### config.mk
export PLATFORM = sky130hd
export DESIGN_NAME = gpr16_reg_file
export DESIGN_NICKNAME = d
export VERILOG_FILES = /design/src/rtl/gpr16_cpu_core_macros.svh /design/src/rtl/gpr16_reg_file.sv
export SDC_FILE = /design/constraint.sdc
export NUM_CORES = 1
export LEC_CHECK = 0
export ABC_AREA = 1
export BUFFER_PORTS_ARGS = -buffer_cell sky130_fd_sc_hd__buf_2
export CORE_MARGIN = 2
export CORE_UTILIZATION = 30
export DETAILED_ROUTE_END_ITERATION = 8
export PLACE_DENSITY = 0.42
export SLEW_MARGIN = 40
export SYNTH_ARGS = -nofsm -noshare
export SYNTH_HDL_FRONTEND = slang
export SYNTH_SLANG_ARGS = --single-unit
### constraint.sdc
create_clock -name clk -period 3.15 [get_ports clk]
set_input_delay 0.1575 -clock clk [delete_from_list [all_inputs] [get_ports clk]]
set_output_delay 0.1575 -clock clk [all_outputs]
set_load 0.01 [all_outputs]
### src/rtl/gpr16_cpu_core_macros.svh
// Assertion macros shared by the gpr16 CPU core RTL.
// No dependencies; the checks compile away when SYNTH is defined.
`ifndef GPR16_CPU_CORE_MACROS_SVH
`define GPR16_CPU_CORE_MACROS_SVH
`ifndef SYNTH
// Checked while reset is low.
`define GPR16_CHECK(lbl, clk, rst, prop, msg) \
  lbl: assert property (@(posedge clk) disable iff (rst) prop) else $error(msg);
// Checked on every edge, reset included.
`define GPR16_CHECK_ALWAYS(lbl, clk, prop, msg) \
  lbl: assert property (@(posedge clk) prop) else $error(msg);
`else
`define GPR16_CHECK(lbl, clk, rst, prop, msg)
`define GPR16_CHECK_ALWAYS(lbl, clk, prop, msg)
`endif
`endif

### src/rtl/gpr16_reg_file.sv
// Eight-entry register file of the gpr16 core: two registered reads, one write.
// Entries never written since reset read as zero through per-entry valid bits.
module gpr16_reg_file (
  input  logic        clk,
  input  logic        rst,
  input  logic        rd_en,
  input  logic [2:0]  ra,
  input  logic [2:0]  rb,
  output logic [15:0] a_data,
  output logic [15:0] b_data,
  input  logic        we,
  input  logic [2:0]  waddr,
  input  logic [15:0] wdata
);
  logic [15:0] regs [8];
  logic [7:0]  valid;

  always_ff @(posedge clk) begin
    if (rst) begin
      valid <= '0;
    end else if (we) begin
      valid[waddr] <= 1'b1;
    end
  end

  always_ff @(posedge clk) begin
    if (we) begin
      regs[waddr] <= wdata;
    end
    if (rd_en) begin
      a_data <= valid[ra] ? regs[ra] : 16'h0000;
      b_data <= valid[rb] ? regs[rb] : 16'h0000;
    end
  end
endmodule

==> flow_metrics.py <==
metrics = {
    "outcome": {
        "status": "finished clean",
    },
    "synthesis": {
        "netlist_top_cells_count": "nand2_1, inv_1, edfxtp_1, nand3_1",
        "synthAdderAreaFrac_pct": 0,
        "ys_top_cells_by_area": "edfxtp_1, nand2_1, nand3_1",
        "synth-xor-area-share_pct": 0,
        "ys_types": 16,
        "synth_edf_count": 160,
        "synth.top_cell.area_share_pct": 56.0,
        "synthSimpleGateAreaFrac_pct": 29.5,
        "synth_seq_cells": 168,
        "synthMuxAreaShare_pct": 0,
        "synth_compound_area_share_pct": 0.350,
        "synth_ff_type": "edfxtp_1",
        "yosysWarnings": 0,
        "yosysTopAreaCell": "edfxtp_1",
        "async_flop_share_pct": 0,
        "avgSynthCellArea_um2": 8.27,
        "synth-seq-area-share_pct": 57.8,
        "syn-num-nets": 1067,
        "synthCells": 1038,
        "synth_top_family_by_area": "simple AND/OR/NAND/NOR gates",
        "synth_area_mm2": 0.00859,
        "yosysMostFrequentCell": "nand2_1",
    },
    "grt": {
        "antenna_found_initial": 0,
        "gr-total-overflow": 0,
        "grtUsageTotal_pct": 16.9,
        "grt_pass1_vias": 6200,
        "grt_pass1_wl_um": 38100,
        "grt_max_degree": 69,
    },
    "sta": {
        "slew_viol_final": 0,
        "slew_headroom_pct": 42.5,
        "hold-worst-slack_ns": 0.0109,
        "worst_pin_slew_ns": 0.861,
        "fin_setup_tns_ns": 0,
        "hold_viol": 0,
        "finClkSkew_ns": 0.00684,
        "period_share_pct": 46.8,
        "min_period_ns": 1.47,
        "grt_setup_unrepaired": "no",
        "fmax_mhz": 679,
        "finalSetupViolCount": 0,
    },
    "critical_path": {
        "critPathLaunch": "rb[0]",
        "worstPathArrival_ns": 1.66,
        "end_kind": "flip-flop",
        "start_kind": "input pin",
        "critPathMaxFanout": 25,
        "rr_startpoint": "valid[6]$_SDFFE_PP0P_",
        "path_class": "in2reg",
        "crit_required_ns": 3.33,
    },
    "detailed_routing": {
        "drt_iter0_markers": 454,
        "drc": 0,
        "post_drt_via_cell_ratio": 4.40,
        "wl_per_cell_um": 16.7,
        "final_antenna_net_count": 0,
        "vias": 6503,
        "drt_wl_total_um": 24700,
        "drt-pass1-iter-count": 5,
    },
    "clocking": {
        "htreeDepth": 4,
        "clk_pin_slew_ns": 0.07,
        "post_cts_buffers": 0,
        "cts_buffers": 17,
        "root_buffer": "clkbuf_16",
        "cts.sinks": 168,
        "clk_latency_ns": 0.42,
        "cts_tree": "built",
        "cts_resized": 0,
        "clockBufferDepth": 2,
    },
    "floorplan": {
        "die_w_um": 173,
        "die_h_um": 173,
        "core_mm2": 0.0280,
        "core.rowCount": 61,
        "start_util_pct": 30.7,
        "die_area_mm2": 0.0300,
        "ios": 61,
    },
    "power": {
        "powerDensity_mw_per_mm2": 536,
        "p_leak_nw": 4.85,
        "peakVddDrop_v": 0.000362,
    },
    "finish": {
        "num_antenna_cells": 0,
        "finalNetCount": 1118,
        "fillers": 2927,
        "drive_gt1_share_pct": 10.6,
        "final_core_util_pct": 34.9,
        "final_area_mm2": 0.00978,
        "area_growth_pct": 13.9,
    },
    "flow_run": {
        "cap_violations": 0,
    },
    "placement": {
        "io_buffers": 60,
        "gp_congestion": 0.759,
        "dp_hpwl_um": 14800,
        "dpl_cell_area_mm2": 0.00918,
    },
    "min_path": {
        "min_from": "wdata[5]",
        "hold_path.class": "in2reg",
    },
}
==> where the power goes <==
| part | total [W] | switching [W] | internal [W] |
|---|---|---|---|
| Combinational | 0.000572 | 0.000410 | 0.000163 |
| Clock | 0.00211 | 0.000871 | 0.00124 |
| Sequential | 0.00256 | 0.0000180 | 0.00254 |
| Total | 0.00524 | 0.00130 | 0.00394 |
==> final timing paths <==
| kind | end | slack (ns) | cells after the start |
|---|---|---|---|
| worst max-delay path | b_data[10]$_SDFFCE_PN0P_ | 1.68 | 10 |
| worst min-delay path | regs[5][5]$_DFFE_PP_ | 0.01 | 1 |
| worst max register to register | b_data[3]$_SDFFCE_PN0P_ | 1.78 | 8 |
| worst min register to register | valid[7]$_SDFFE_PP0P_ | 0.48 | 2 |
==> per-stage QoR <==
step | std cells | setup slack, ns | power (W)
final | 1479 | 1.68 | 0.00524
after global routing | 1479 | 1.46 | 0.00547
after detailed placement | 1446 | 1.24 | 0.00318
after CTS | 1479 | 1.70 | 0.00531
after floorplan | 1038 | 1.33 | 0.00297
after global placement | 1446 | 1.26 | 0.00319
==> worst max-delay path: stages <==
cell and delay, ns:
buf_2 0.15, inv_2 0.43, buf_4 0.35, nand2_1 0.08, nand3_1 0.06, nand2_1 0.08
nand2_1 0.06, nand2_1 0.12, nand2_1 0.10, inv_1 0.05
==> cell usage in the layout (no fill, tap or decap) <==
cell type      count
edfxtp_1         160
nand3_1          136
clkinv_1           3
nand2_2            2
dlygate4sd3_1      2
nand2_1          480
clkinvlp_4         3
bufinv_16          3
clkinv_2           2
clkinv_4           2
clkbuf_16         17
clkbuf_1           2
buf_12             1
inv_2              4
a21oi_1            6
dfxtp_1            8
buf_2             60
nor3_2             1
buf_4             20
nor2_4             1
inv_6              1
nor2_1             8
inv_1            179
==> state kept, by name (all words and copies together) (netlist names) <==
signal	cells
a_data	16
b_data	16
regs	128
valid	8
==> kinds of logic after synthesis <==
| kind of cell | count (synthesis) |
|---|---|
| AND/OR/NAND/NOR | 628 |
| flip-flops | 168 |
| buffers and inverters | 236 |
| AO/OA/AOI/OAI | 6 |
==> what timing repair did <==
| action | in CTS | in global routing |
|---|---|---|
| hold buffers | 2 | 0 |
| setup endpoints to repair | 0 | 0 |
| hold endpoints to repair | 13 | 0 |
==> final cells by class <==
cell class	count	area, um2	share of cell area, %
Sequential cell	168	4960	50.7
Multi-Input combinational cell	634	2580	26.3
Inverter	185	694	7.10
Timing Repair Buffer	83	490	5.01
Tap cell	378	473	4.83
Clock buffer	19	433	4.42
Clock inverter	12	153	1.56
==> per-layer routing <==
layer	routed length, um	share of wire, %	global-route usage [%]
met1	11900	48	24.2
met2	11100	45	26.8
met3	1430	5.8	2.51
met4	331	1.3	4.38
met5	0	0	0
(Power assumes the default switching activity.)
