`config.mk`:
```
export PLATFORM = sky130hd
export DESIGN_NAME = gpr16_alu
export DESIGN_NICKNAME = d
export VERILOG_FILES = /design/src/rtl/gpr16_cpu_core_macros.svh /design/src/rtl/gpr16_pkg.sv /design/src/rtl/gpr16_alu.sv
export SDC_FILE = /design/constraint.sdc
export NUM_CORES = 1
export LEC_CHECK = 0
export ABC_AREA = 1
export BUFFER_PORTS_ARGS = -buffer_cell sky130_fd_sc_hd__buf_4
export CORE_MARGIN = 2
export CORE_UTILIZATION = 25
export DETAILED_ROUTE_END_ITERATION = 6
export MAX_ROUTING_LAYER = met4
export PLACE_DENSITY = 0.42
export RECOVER_POWER = 50
export SLEW_MARGIN = 10
export SYNTH_ARGS = -nofsm -noshare
export SYNTH_HDL_FRONTEND = slang
export SYNTH_SLANG_ARGS = --single-unit
```
`constraint.sdc`:
```
create_clock -name vclk -period 6.75
set_input_delay 1.35 -clock vclk [all_inputs]
set_output_delay 1.35 -clock vclk [all_outputs]
set_load 0.02 [all_outputs]
```
`src/rtl/gpr16_cpu_core_macros.svh`:
```
// Assertion macros shared by the gpr16 CPU core RTL.
// No dependencies; the checks compile away when SYNTH is defined.
`ifndef GPR16_CPU_CORE_MACROS_SVH
`define GPR16_CPU_CORE_MACROS_SVH
`ifndef SYNTH
// Checked while reset is low.
`define GPR16_CHECK(lbl, clk, rst, prop, msg) \
  lbl: assert property (@(posedge clk) disable iff (rst) prop) else $error(msg);
// Checked on every edge, reset included.
`define GPR16_CHECK_ALWAYS(lbl, clk, prop, msg) \
  lbl: assert property (@(posedge clk) prop) else $error(msg);
`else
`define GPR16_CHECK(lbl, clk, rst, prop, msg)
`define GPR16_CHECK_ALWAYS(lbl, clk, prop, msg)
`endif
`endif

```
`src/rtl/gpr16_pkg.sv`:
```
// Shared types, codes and helpers for the gpr16 CPU core.
// No dependencies; used by the ALU and the top level of the block.
package gpr16_pkg;

  localparam int MEM_WORDS_DEF = 4096;

  localparam logic [1:0] KIND_WRITE = 2'd0;
  localparam logic [1:0] KIND_READ  = 2'd1;
  localparam logic [1:0] KIND_STEP  = 2'd2;

  localparam logic [3:0] OP_HALT  = 4'd0;
  localparam logic [3:0] OP_MOVI  = 4'd1;
  localparam logic [3:0] OP_MOV   = 4'd2;
  localparam logic [3:0] OP_LOAD  = 4'd3;
  localparam logic [3:0] OP_STORE = 4'd4;
  localparam logic [3:0] OP_ADD   = 4'd5;
  localparam logic [3:0] OP_SUB   = 4'd6;
  localparam logic [3:0] OP_AND   = 4'd7;
  localparam logic [3:0] OP_OR    = 4'd8;
  localparam logic [3:0] OP_XOR   = 4'd9;
  localparam logic [3:0] OP_NOT   = 4'd10;
  localparam logic [3:0] OP_SHL   = 4'd11;
  localparam logic [3:0] OP_SHR   = 4'd12;
  localparam logic [3:0] OP_JMP   = 4'd13;
  localparam logic [3:0] OP_JZ    = 4'd14;
  localparam logic [3:0] OP_NOP   = 4'd15;

  typedef struct packed {
    logic n;
    logic c;
    logic z;
  } flags_t;

  typedef struct packed {
    logic [15:0] result;
    logic        reg_we;
    logic        flag_we;
    flags_t      flags;
    logic        halt;
    logic        jump;
    logic        store;
    logic        load;
  } alu_out_t;

  function automatic flags_t zn_flags(logic [15:0] r, logic carry);
    flags_t f;
    f.z = (r == 16'h0000);
    f.n = r[15];
    f.c = carry;
    return f;
  endfunction

endpackage

```
`src/rtl/gpr16_alu.sv`:
```
// Instruction decode and ALU of the gpr16 core.
// Depends on gpr16_pkg for opcodes, flag and result types.
module gpr16_alu
  import gpr16_pkg::*;
(
  input  logic [15:0] instr,
  input  logic [15:0] a,
  input  logic [15:0] b,
  input  flags_t      flags,
  output alu_out_t    res
);
  logic [3:0]  op;
  logic [15:0] imm;
  logic [16:0] sum;

  assign op  = instr[15:12];
  assign imm = {7'b0, instr[8:0]};
  assign sum = {1'b0, a} + {1'b0, b};

  always_comb begin
    res = '0;
    case (op)
      OP_HALT: res.halt = 1'b1;
      OP_MOVI: begin
        res.result = imm;
        res.reg_we = 1'b1;
      end
      OP_MOV: begin
        res.result = b;
        res.reg_we = 1'b1;
      end
      OP_LOAD:  res.load = 1'b1;
      OP_STORE: res.store = 1'b1;
      OP_ADD: begin
        res.result = sum[15:0];
        res.reg_we = 1'b1;
      end
      OP_SUB: begin
        res.result = a - b;
        res.reg_we = 1'b1;
      end
      OP_AND: begin
        res.result = a & b;
        res.reg_we = 1'b1;
      end
      OP_OR: begin
        res.result = a | b;
        res.reg_we = 1'b1;
      end
      OP_XOR: begin
        res.result = a ^ b;
        res.reg_we = 1'b1;
      end
      OP_NOT: begin
        res.result = ~b;
        res.reg_we = 1'b1;
      end
      OP_SHL: begin
        res.result = {a[14:0], 1'b0};
        res.reg_we = 1'b1;
      end
      OP_SHR: begin
        res.result = {1'b0, a[15:1]};
        res.reg_we = 1'b1;
      end
      OP_JMP: res.jump = 1'b1;
      OP_JZ:  res.jump = flags.z;
      default: ;
    endcase

    // Every register-writing op also rewrites the flags.
    res.flag_we = res.reg_we;
    case (op)
      OP_ADD:  res.flags = zn_flags(res.result, sum[16]);
      OP_SUB:  res.flags = zn_flags(res.result, a >= b);
      OP_SHL:  res.flags = zn_flags(res.result, a[15]);
      OP_SHR:  res.flags = zn_flags(res.result, a[0]);
      default: res.flags = zn_flags(res.result, 1'b0);
    endcase
  end
endmodule

```
==> summary.txt, run 1 <==
Run status
  • Status: completed

Detailed routing
  • WL/cell: 16.0 um
  • Antenna-violating nets left: 0
  • Drt total wl: 15200 um
  • First-pass DRT Iterations: 6
  • DR vias/cell: 4.88
  • DRC: 0
  • Detailed-route via count: 4647
  • Initial detailed-routing violation count: 347

Pwr
  • IR drop worst, VDD: 0.0000300 V
  • Cell Int Power: 108 uW
  • Pwr/cell area: 78.1 mW/mm^2
  • Pwr Total: 325 uW
  • Sw frac: 66.9%
  • Static Leak: 0.00240 uW
  • Power share of the combinational group: 100.0%
  • Flop pwr share: 0%
  • NetSw: 218 uW
  • Clock share of power: 0%

Timing
  • Final cycle utilization of the critical path: 77.1%
  • Fin. max-slew vios: 0
  • RSZ-0062 raised after global routing: false
  • Fmax achieved: 0.192 GHz
  • Setup violations, final: 0
  • Sum of negative setup slack: 0 ns
  • Tmin final: 5.20 ns
  • Worst rel slew slack: 26.3%
  • Final Hold Violating Endpoints: 0
  • Worst-Margin Slew: 1.10 ns

Yosys
  • Syn Inst Count: 719
  • Synthesized Nets: 821
  • Syn avg cell area: 4.92 um^2
  • Count of cell types in the netlist: 28
  • Register area share after synthesis: 0%
  • Synth Cell Area: 0.00354 mm^2
  • Synth warnings: 0

Clocking
  • Post-CTS Resized: 0
  • Setup Buffers After CTS: 0
  • Hold_buf cts: 0

Placement
  • HPWL Detailed: 12900 um
  • Routability cong.: 0.928
  • Count of buffers from port buffering: 71

Cells and area
  • Reg area: 0 um^2
  • N_diodes: 0
  • Share of layout cells above drive strength 1: 9.70%
  • Fin nets: 877
  • Clock buffers: 0
  • Area Growth Syn to Fin: 17.7%
  • Final core occ: 30.0%
  • Fillers: 1672
  • FF+latch count: 0
  • Area of the multi-input gates: 0.00294 mm^2

Setup path
  • Critical path origin: a[7]
  • WS Path Type: input pin to primary output
  • Critical path required time: 5.40 ns
  • Worst path arrival time: 3.85 ns
  • Setup crit start kind: input pin
  • Worst Setup End Kind: primary output
  • Crit path to: res[5]
  • CP Max Fanout: 9

Floorplan
  • Die Height: 123 um
  • I/O Pins: 76
  • DIE AREA: 0.0151 mm^2
  • Placeable Area: 0.0139 mm^2
  • Die X: 123 um
  • Starting Density: 25.5%
  • Num rows: 43

Worst hold path
  • Min-Delay Path Class: input pin to primary output
  • HP Start: flags[0]
  • WHS Path Cells: 4

GRT
  • Largest net degree at the start of global routing: 15
  • Vias in the first global route: 4378
  • GRT Overall Usage: 20.5%
  • First-pass GRT wire length: 23500 um
  • Initial antenna violation count: 0
  • Remaining global-route overflow: 0

Job
  • Max_cap viols: 0
-- synth_stat cells, drive strengths merged --
cell,number,area (um^2)
nand2,254,961
inv,129,484
nor2,84,330
nand3,78,390
ha,49,613
a21oi,24,120
o21ai,24,120
buf,19,115
nand4,14,87.6
nor3,12,60.1
o22ai,8,50.1
nand3b,6,45.0
o21bai,4,30.0
o221ai,4,35.0
fa,2,40.0
nor4,2,12.5
o2111ai,2,17.5
a211oi,1,7.51
and2,1,6.26
o211ai,1,7.51
or2,1,6.26
-- through the flow --
| stage | cells | setup WS (ns) | hold WS [ns] | instance area (um^2) |
|---|---|---|---|---|
| 2_1_floorplan | 719 | 2.01 | 2.87 | 3540 |
| 3_3_place_gp | 953 | 1.64 | 3.07 | 4200 |
| 3_5_place_dp | 953 | 1.62 | 3.07 | 4200 |
| 4_1_cts | 953 | 1.62 | 3.07 | 4200 |
| 5_1_grt | 953 | 1.31 | 3.10 | 4170 |
| 6_report | 953 | 1.55 | 3.08 | 4170 |
-- area by class of cell --
cell class / instances / area share (%)
multi-input combinational: 571 / 70.5
timing repair buffer: 73 / 12.5
inverter: 129 / 11.6
tap: 180 / 5.41
-- how the worst min path moves through the flow --
stage               slack (ns)      to
global placement          3.07  res[2]
CTS                       3.07  res[2]
detailed placement        3.07  res[2]
floorplan                 2.87  res[2]
finish                    3.08  res[2]
global route              3.10  res[2]
-- kinds of logic (layout without fill, tap and decap cells) --
group / Yosys count / after routing / synth area share [%]
AOI/OAI and AO/OA: 68 / 68 / 11.0
and+or+nand+nor: 452 / 452 / 53.7
adders and majority gates: 51 / 51 / 18.5
buffers and inverters: 148 / 202 / 16.9
-- worst max-delay path: stages --
cell and delay (ns):
buf_4 0.10, inv_1 0.05, ha_1 0.44, nor2_1 0.26
nand2_1 0.16, nor4_1 0.48, a21oi_1 0.14, o21ai_0 0.39
nand2_1 0.10, nand2_1 0.08, nand2_1 0.04, nand3_1 0.09
buf_4 0.15
-- power groups by stage --
| stage | sequential (uW) | combinational, uW | clock, uW |
|---|---|---|---|
| 3_5_place_dp | 0 | 326 | 0 |
| 3_3_place_gp | 0 | 325 | 0 |
| 4_1_cts | 0 | 328 | 0 |
| 5_1_grt | 0 | 363 | 0 |
| 2_1_floorplan | 0 | 205 | 0 |
| 6_report | 0 | 325 | 0 |
-- per-layer routing --
| layer | routed length (um) | global-route usage (%) | up-vias |
|---|---|---|---|
| li1 | - | - | 2364 |
| met1 | 7620 | 30.1 | 2123 |
| met2 | 6500 | 32.1 | 145 |
| met3 | 813 | 0.507 | 15 |
| met4 | 278 | 3.20 | 0 |
| met5 | 0 | - | - |
-- layout by cell type (no fill, tap or decap) --
cell type / count
a21oi_1: 24
nor2_4: 1
inv_1: 126
nor2_2: 3
a211oi_1: 1
nor2_1: 80
nand4_1: 14
nor4_1: 2
nand2_2: 1
clkbuf_1: 7
fa_1: 2
or2_2: 1
o21ai_0: 18
buf_4: 66
o22ai_1: 8
o211ai_1: 1
nand3b_1: 6
ha_1: 49
o221ai_1: 4
nand2_1: 253
nor3_1: 12
o2111ai_1: 2
o21bai_1: 4
o21ai_1: 6
and2_1: 1
inv_2: 3
nand3_1: 78
Note: power is estimated with default switching activity, not from simulation.
==> run 2, diff against run 1 <==
--- a/config.mk
+++ b/config.mk
@@ -5,13 +5,13 @@
 export SDC_FILE = /design/constraint.sdc
 export NUM_CORES = 1
 export LEC_CHECK = 0
-export ABC_AREA = 1
+export ABC_AREA = 0
 export BUFFER_PORTS_ARGS = -buffer_cell sky130_fd_sc_hd__buf_4
 export CORE_MARGIN = 2
 export CORE_UTILIZATION = 25
 export DETAILED_ROUTE_END_ITERATION = 6
 export MAX_ROUTING_LAYER = met4
-export PLACE_DENSITY = 0.42
+export PLACE_DENSITY = 0.44
 export RECOVER_POWER = 50
 export SLEW_MARGIN = 10
 export SYNTH_ARGS = -nofsm -noshare
==> constraint.sdc (replaced) <==
create_clock -name vclk -period 4.36
set_input_delay 0.872 -clock vclk [all_inputs]
set_output_delay 0.872 -clock vclk [all_outputs]
set_load 0.02 [all_outputs]
==> run 2 against run 1 <==
Power rose by 150%. Setup slack got worse by 1.6 ns. Final cell count fell by 5.7%. Wire length rose by 11%. Synthesized cell count fell by 29%. Critical endpoint is now res[4]. Largest cell class unchanged. Combinational power rose by 150%. Clock-buffer cell count did not move. Area after synthesis fell by 4.0%. Non-clock buffer count rose by 169. Die area fell by 3.8%. The run now ends with setup timing left.
==> summary.txt, run 2 <==
Floorplan
  • Die X: 121 um (-1.9%)
  • I/O Pins: 76 (unchanged)
  • Num rows: 42 (-2.3%)
  • Starting Density: 25.7% (+0.17 points)
  • Die Height: 121 um (-1.9%)
  • Placeable Area: 0.0132 mm^2 (-4.6%)
  • DIE AREA: 0.0145 mm^2 (-3.8%)

Cells and area
  • Reg area: 0 um^2 (unchanged)
  • Area Growth Syn to Fin: 69.9%
  • Most common cell after layout, fill and taps aside: buf_4
  • Clock buffers: 0 (unchanged)
  • Most frequent cells in the layout: 223 x buf_4, 45 x nor2_1, 41 x nand2_1
  • Final Cell Area: 0.00577 mm^2 (+39%)
  • FF+latch count: 0 (unchanged)
  • Share of layout cells above drive strength 1: 44.3% (+35 points)
  • N_diodes: 0 (unchanged)
  • Fin nets: 827 (-5.7%)

Yosys
  • Register area share after synthesis: 0% (unchanged)
  • Synth warnings: 0 (unchanged)
  • Count of cell types in the netlist: 77 (+180%)
  • Post-Synth XOR/XNOR Area: 4.09% (+4.1 points)
  • Synth top cells by count: 50 x inv_1, 49 x ha_1, 48 x nor2_1, 42 x nand2_1, 35 x a21oi_1
  • Synth top area share: 18.0% (-8.6 points)
  • Syn Inst Count: 513 (-29%)
  • Syn avg cell area: 6.63 um^2 (+35%)
  • Simple-Gate Fraction of Synth Area: 27.5% (-26 points)
  • Largest family of logic cells by synthesized area: compound AO/OA/AOI/OAI gates
  • Synth Area in Compound Gates: 37.0% (+26 points)
  • Adder-Cell Fraction of Synth Area: 19.2% (+0.76 points)
  • Synthesized Nets: 615 (-25%)
  • Top-count cell post-synth: inv_1
  • Synth top area cells: ha_1 18%, inv_1 5.5%, nor2_1 5.3%
  • Mux share of post-synthesis cell area: 1.55% (+1.5 points)
  • Synth Cell Area: 0.00340 mm^2 (-4.0%)
  • Cell taking the most area after synthesis: ha_1

Job
  • Max_cap viols: 0 (unchanged)

Placement
  • Count of buffers from port buffering: 71 (unchanged)
  • Routability cong.: 0.934 (+0.63%)
  • HPWL Detailed: 14000 um (+8.3%)
  • Post-Place Cell Area: 0.00521 mm^2 (+24%)

GRT
  • Grt met2 use: 35.1% (+3.0 points)
  • Largest net degree at the start of global routing: 24 (+9)
  • Vias in the first global route: 4632 (+5.8%)
  • Initial antenna violation count: 0 (unchanged)
  • GR peak layer: met2
  • Remaining global-route overflow: 0 (unchanged)
  • First-pass GRT wire length: 25500 um (+8.4%)
  • M3 GR Usage: 2.03% (+1.5 points)
  • GRT Overall Usage: 22.7% (+2.2 points)
  • GRT met1 Usage: 31.6% (+1.4 points)

Timing
  • Final Hold Violating Endpoints: 0 (unchanged)
  • Final cycle utilization of the critical path: 102%
  • Tmin final: 4.43 ns
  • RSZ-0062 raised after global routing: true
  • Fin. max-slew vios: 0 (unchanged)
  • Worst-Margin Slew: 0.869 ns (-0.232 ns)
  • Worst rel slew slack: 41.2% (+15 points)
  • Fmax achieved: 0.226 GHz
  • Setup violations, final: 1 (+1)
  • Final setup margin: -0.0676 ns (-1.61 ns)

Detailed routing
  • DR vias/cell: 5.34 (+9.6%)
  • DRC: 0 (unchanged)
  • Antenna-violating nets left: 0 (unchanged)
  • Drt total wl: 16800 um (+11%)
  • First-pass DRT Iterations: 5 (-1)
  • Initial detailed-routing violation count: 367 (+5.8%)
  • WL/cell: 18.7 um (+17%)
  • Detailed-route via count: 4803 (+3.4%)

Pwr
  • Pwr/cell area: 138 mW/mm^2 (+77%)
  • IR drop worst, VDD: 0.0000588 V (+96%)
  • Static Leak: 0.00265 uW (+10%)
  • Pwr Total: 799 uW (+150%)

Setup path
  • WS Path Type: input pin to primary output
  • CP Max Fanout: 4 (-5)
  • Worst Setup End Kind: primary output
  • Worst path arrival time: 3.56 ns (-0.29 ns)
  • Critical path required time: 3.49 ns (-1.91 ns)
  • Setup crit start kind: input pin

Worst hold path
  • Hold path endpoint: res[2]
  • WHS Path Cells: 4 (unchanged)
  • Min-Delay Path Class: input pin to primary output
  • HP Start: flags[0]

Run status
  • Status: finished with violations
  • Violated checks: setup timing
## run 2: cell types whose count changed after synthesis, sizes merged, moves of 11 or more
cell    change
nand4      -11
inv        -79
nand3      -64
nand2     -212
nor2b      +16
nor2       -36
a21oi      +12
clkbuf     +11
## run 2: cell families (layout without fill, tap and decap cells)
family	after synthesis	in the layout
AOI/OAI and AO/OA	176	176
xor gates and xnor gates	15	15
adders and majority gates	51	51
buffers and inverters	82	292
muxes	5	5
and+or+nand+nor	184	184
## run 2: area by class of cell
type	instances	area, um^2
Timing Repair Buffer	242	1860
Tap cell	176	220
Inverter	50	198
Multi-Input combinational cell	431	3490
Fill cell	1422	7470
## run 2: where the power goes
group	internal [uW]	total (uW)	switching, uW
registers	0	0	0
clock network	0	0	0
logic	382	799	417
## run 2: metrics by stage
step | instances | hold WS, ns | setup TNS, ns | util [%] | setup slack (ns)
2_1_floorplan | 513 | 1.95 | 0 | - | 0.0380
3_3_place_gp | 887 | 2.10 | -0.519 | 39.4 | -0.306
3_5_place_dp | 887 | 2.11 | -0.453 | 39.4 | -0.277
4_1_cts | 892 | 2.11 | -0.175 | 40.9 | -0.175
5_1_grt | 899 | 2.15 | -0.326 | 43.6 | -0.169
6_report | 899 | 2.11 | -0.0676 | 43.6 | -0.0676
## run 2: what timing repair did
| item | CTS | global route |
|---|---|---|
| buffers inserted | 5 | 7 |
| hold buffers | 0 | 0 |
| pin swaps | 19 | 32 |
| setup endpoints to repair | 6 | 6 |
| resized for setup | 34 | 74 |
## run 2: how the worst max path moves through the flow
stage          from      to  cells past startpoint
5_1_grt        a[0]  res[4]                     14
3_3_place_gp   a[0]  res[4]                     14
4_1_cts        b[0]  res[4]                     15
2_1_floorplan  a[0]  res[4]                     12
6_report       b[2]  res[4]                     15
3_5_place_dp   a[0]  res[4]                     14
## run 2: metal layers
metal / wire [um] / vias up
li1: - / 2313
met2: 7470 / 189
met3: 1100 / 36
met1: 7800 / 2265
met4: 477 / 0
met5: 0 / -
## run 2: critical path, cell delays in order
cell,delay (ns)
buf_4,0.09
buf_4,0.10
ha_1,0.25
buf_4,0.17
o21ai_0,0.11
o21ai_2,0.26
a31oi_2,0.15
buf_4,0.18
o21ai_4,0.18
o32ai_2,0.09
or3_1,0.31
nor2b_1,0.16
a221o_1,0.31
nor4_4,0.13
buf_4,0.17
==> run 3, diff against run 2 <==
--- a/config.mk
+++ b/config.mk
@@ -7,11 +7,13 @@
 export LEC_CHECK = 0
 export ABC_AREA = 0
 export BUFFER_PORTS_ARGS = -buffer_cell sky130_fd_sc_hd__buf_4
+export CELL_PAD_IN_SITES_DETAIL_PLACEMENT = 0
+export CELL_PAD_IN_SITES_GLOBAL_PLACEMENT = 1
 export CORE_MARGIN = 2
 export CORE_UTILIZATION = 25
 export DETAILED_ROUTE_END_ITERATION = 6
 export MAX_ROUTING_LAYER = met4
-export PLACE_DENSITY = 0.44
+export PLACE_DENSITY = 0.58
 export RECOVER_POWER = 50
 export SLEW_MARGIN = 10
 export SYNTH_ARGS = -nofsm -noshare
==> run 3 against run 2 <==
The run still ends with setup timing left. Critical path type unchanged. Combinational power up 0.5%. Global-route usage increased by 0.76 points. Largest cell class unchanged. Core utilization is 0.10 points higher. Hold slack lost 0.025 ns.
==> summary.txt, run 3 (synthesized netlist as in run 2, its figures left out) <==
Placement
  • Post-Place Cell Area: 0.00538 mm^2 (+3.2%)
  • HPWL Detailed: 14100 um (+1.4%)
  • Count of buffers from port buffering: 71 (unchanged)
  • Routability cong.: 0.976 (+4.6%)
  • DP Cell Count: 909 (+2.5%)

GRT
  • First-pass GRT wire length: 26300 um (+3.4%)
  • GRT Overall Usage: 23.5% (+0.76 points)
  • Initial antenna violation count: 0 (unchanged)
  • Vias in the first global route: 4775 (+3.1%)
  • Remaining global-route overflow: 0 (unchanged)
  • Largest net degree at the start of global routing: 27 (+13%)

Floorplan
  • Num rows: 42 (unchanged)
  • I/O Pins: 76 (unchanged)
  • DIE AREA: 0.0145 mm^2 (unchanged)
  • Placeable Area: 0.0132 mm^2 (unchanged)
  • Die Height: 121 um (unchanged)
  • Die X: 121 um (unchanged)
  • Starting Density: 25.7% (unchanged)

Pwr
  • Power share of the combinational group: 100.0% (about the same)
  • Clock share of power: 0% (unchanged)
  • Pwr/cell area: 139 mW/mm^2 (+0.33%)
  • IR drop worst, VDD: 0.0000744 V (+27%)
  • Sw frac: 51.7% (-0.52 points)
  • Static Leak: 0.00273 uW (+3.0%)
  • Flop pwr share: 0% (unchanged)
  • NetSw: 415 uW (-0.43%)
  • Cell Int Power: 388 uW (+1.7%)

Cells and area
  • Most common cell after layout, fill and taps aside: buf_4
  • Reg area: 0 um^2 (unchanged)
  • Clock buffers: 0 (unchanged)
  • Fin nets: 846 (+2.3%)
  • Most frequent cells in the layout: 245 x buf_4, 46 x nor2_1, 42 x nand2_1
  • Finished Layout Cells: 918 (+2.1%)
  • N_diodes: 0 (unchanged)
  • Share of layout cells above drive strength 1: 43.8% (-0.46 points)
  • FF+latch count: 0 (unchanged)
  • Area Growth Syn to Fin: 70.3%
  • Final Cell Area: 0.00579 mm^2 (+0.24%)

Detailed routing
  • DRC: 0 (unchanged)
  • Antenna-violating nets left: 0 (unchanged)
  • WL/cell: 18.9 um (+0.73%)
  • Detailed-route via count: 4849 (+0.96%)
  • DR vias/cell: 5.28 (-1.1%)
  • First-pass DRT Iterations: 6 (+1)
  • Initial detailed-routing violation count: 390 (+6.3%)
  • Drt total wl: 17300 um (+2.9%)

Timing
  • RSZ-0062 raised after global routing: true
  • Setup violations, final: 2 (+1)
  • Final Hold Violating Endpoints: 0 (unchanged)
  • Final cycle utilization of the critical path: 105% (+3.4 points)
  • Final setup margin: -0.216 ns (-0.149 ns)
  • Fmax achieved: 0.219 GHz (-3.2%)
  • Fin. max-slew vios: 0 (unchanged)
  • Tmin final: 4.58 ns (+0.149 ns)
  • Worst hold margin: 2.08 ns (-0.0249 ns)
  • Worst rel slew slack: 35.0% (-6.2 points)
  • Worst-Margin Slew: 0.961 ns (+0.0921 ns)

Job
  • Max_cap viols: 0 (unchanged)

Run status
  • Violated checks: setup timing
  • Status: finished with violations

Setup path
  • CP Max Fanout: 5 (+1)
  • Worst path arrival time: 3.70 ns (+0.14 ns)
  • Setup crit start kind: input pin
  • WS Path Type: input pin to primary output
  • Critical path required time: 3.49 ns (about the same)
  • Worst Setup End Kind: primary output

Clocking
  • Hold_buf cts: 0 (unchanged)

Worst hold path
  • Min-Delay Path Class: input pin to primary output
[run 3: cell type report]
type,instances,area [um^2]
Timing Repair Buffer,261,1990
Tap cell,176,220
Multi-Input combinational cell,431,3390
Fill cell,1410,7450
Inverter,50,193
[run 3: power by group through the flow]
stage / sequential (uW) / clock (uW) / combinational (uW)
after floorplan: 0 / 0 / 347
after global placement: 0 / 0 / 713
after detailed placement: 0 / 0 / 716
after CTS: 0 / 0 / 759
after global routing: 0 / 0 / 859
final: 0 / 0 / 803
[run 3: worst max-delay path, cell delays in order]
cell and delay (ns):
buf_4 0.09, ha_1 0.15, inv_1 0.05, fa_1 0.39
nor2b_2 0.17, o2111a_1 0.27, nor3_4 0.06, a21oi_2 0.23
buf_4 0.19, o41ai_1 0.07, o22a_1 0.20, nor4_2 0.31
buf_4 0.17, nand4bb_4 0.14, nor4_4 0.15, buf_4 0.18
[run 3: timing repair]
action / 4_1_cts / 5_1_grt
pin swaps: 22 / 17
cloned: 0 / 0
setup endpoints to repair: 6 / 6
gates resized for setup: 33 / 50
setup buffers: 9 / 2
[run 3: path summary, 6_finish.rpt]
path / cells past startpoint / end / from
worst max-delay path: 16 / res[4] / b[0]
worst min-delay path: 4 / res[2] / flags[0]
[run 3: routing by layer]
| metal | wire length, um | track usage [%] |
|---|---|---|
| met5 | 0 | - |
| met4 | 210 | 2.83 |
| met3 | 1030 | 1.75 |
| met2 | 7880 | 38.4 |
| met1 | 8200 | 32.7 |
[run 3: per-stage QoR]
step	utilization [%]	total power [uW]	setup slack, ns	setup TNS (ns)
after floorplan	-	347	0.0380	0
after global placement	40.6	713	-0.514	-1.03
after detailed placement	40.6	716	-0.489	-0.926
after CTS	42.2	759	-0.194	-0.194
after global routing	43.7	859	-0.344	-0.542
final	43.7	803	-0.216	-0.252
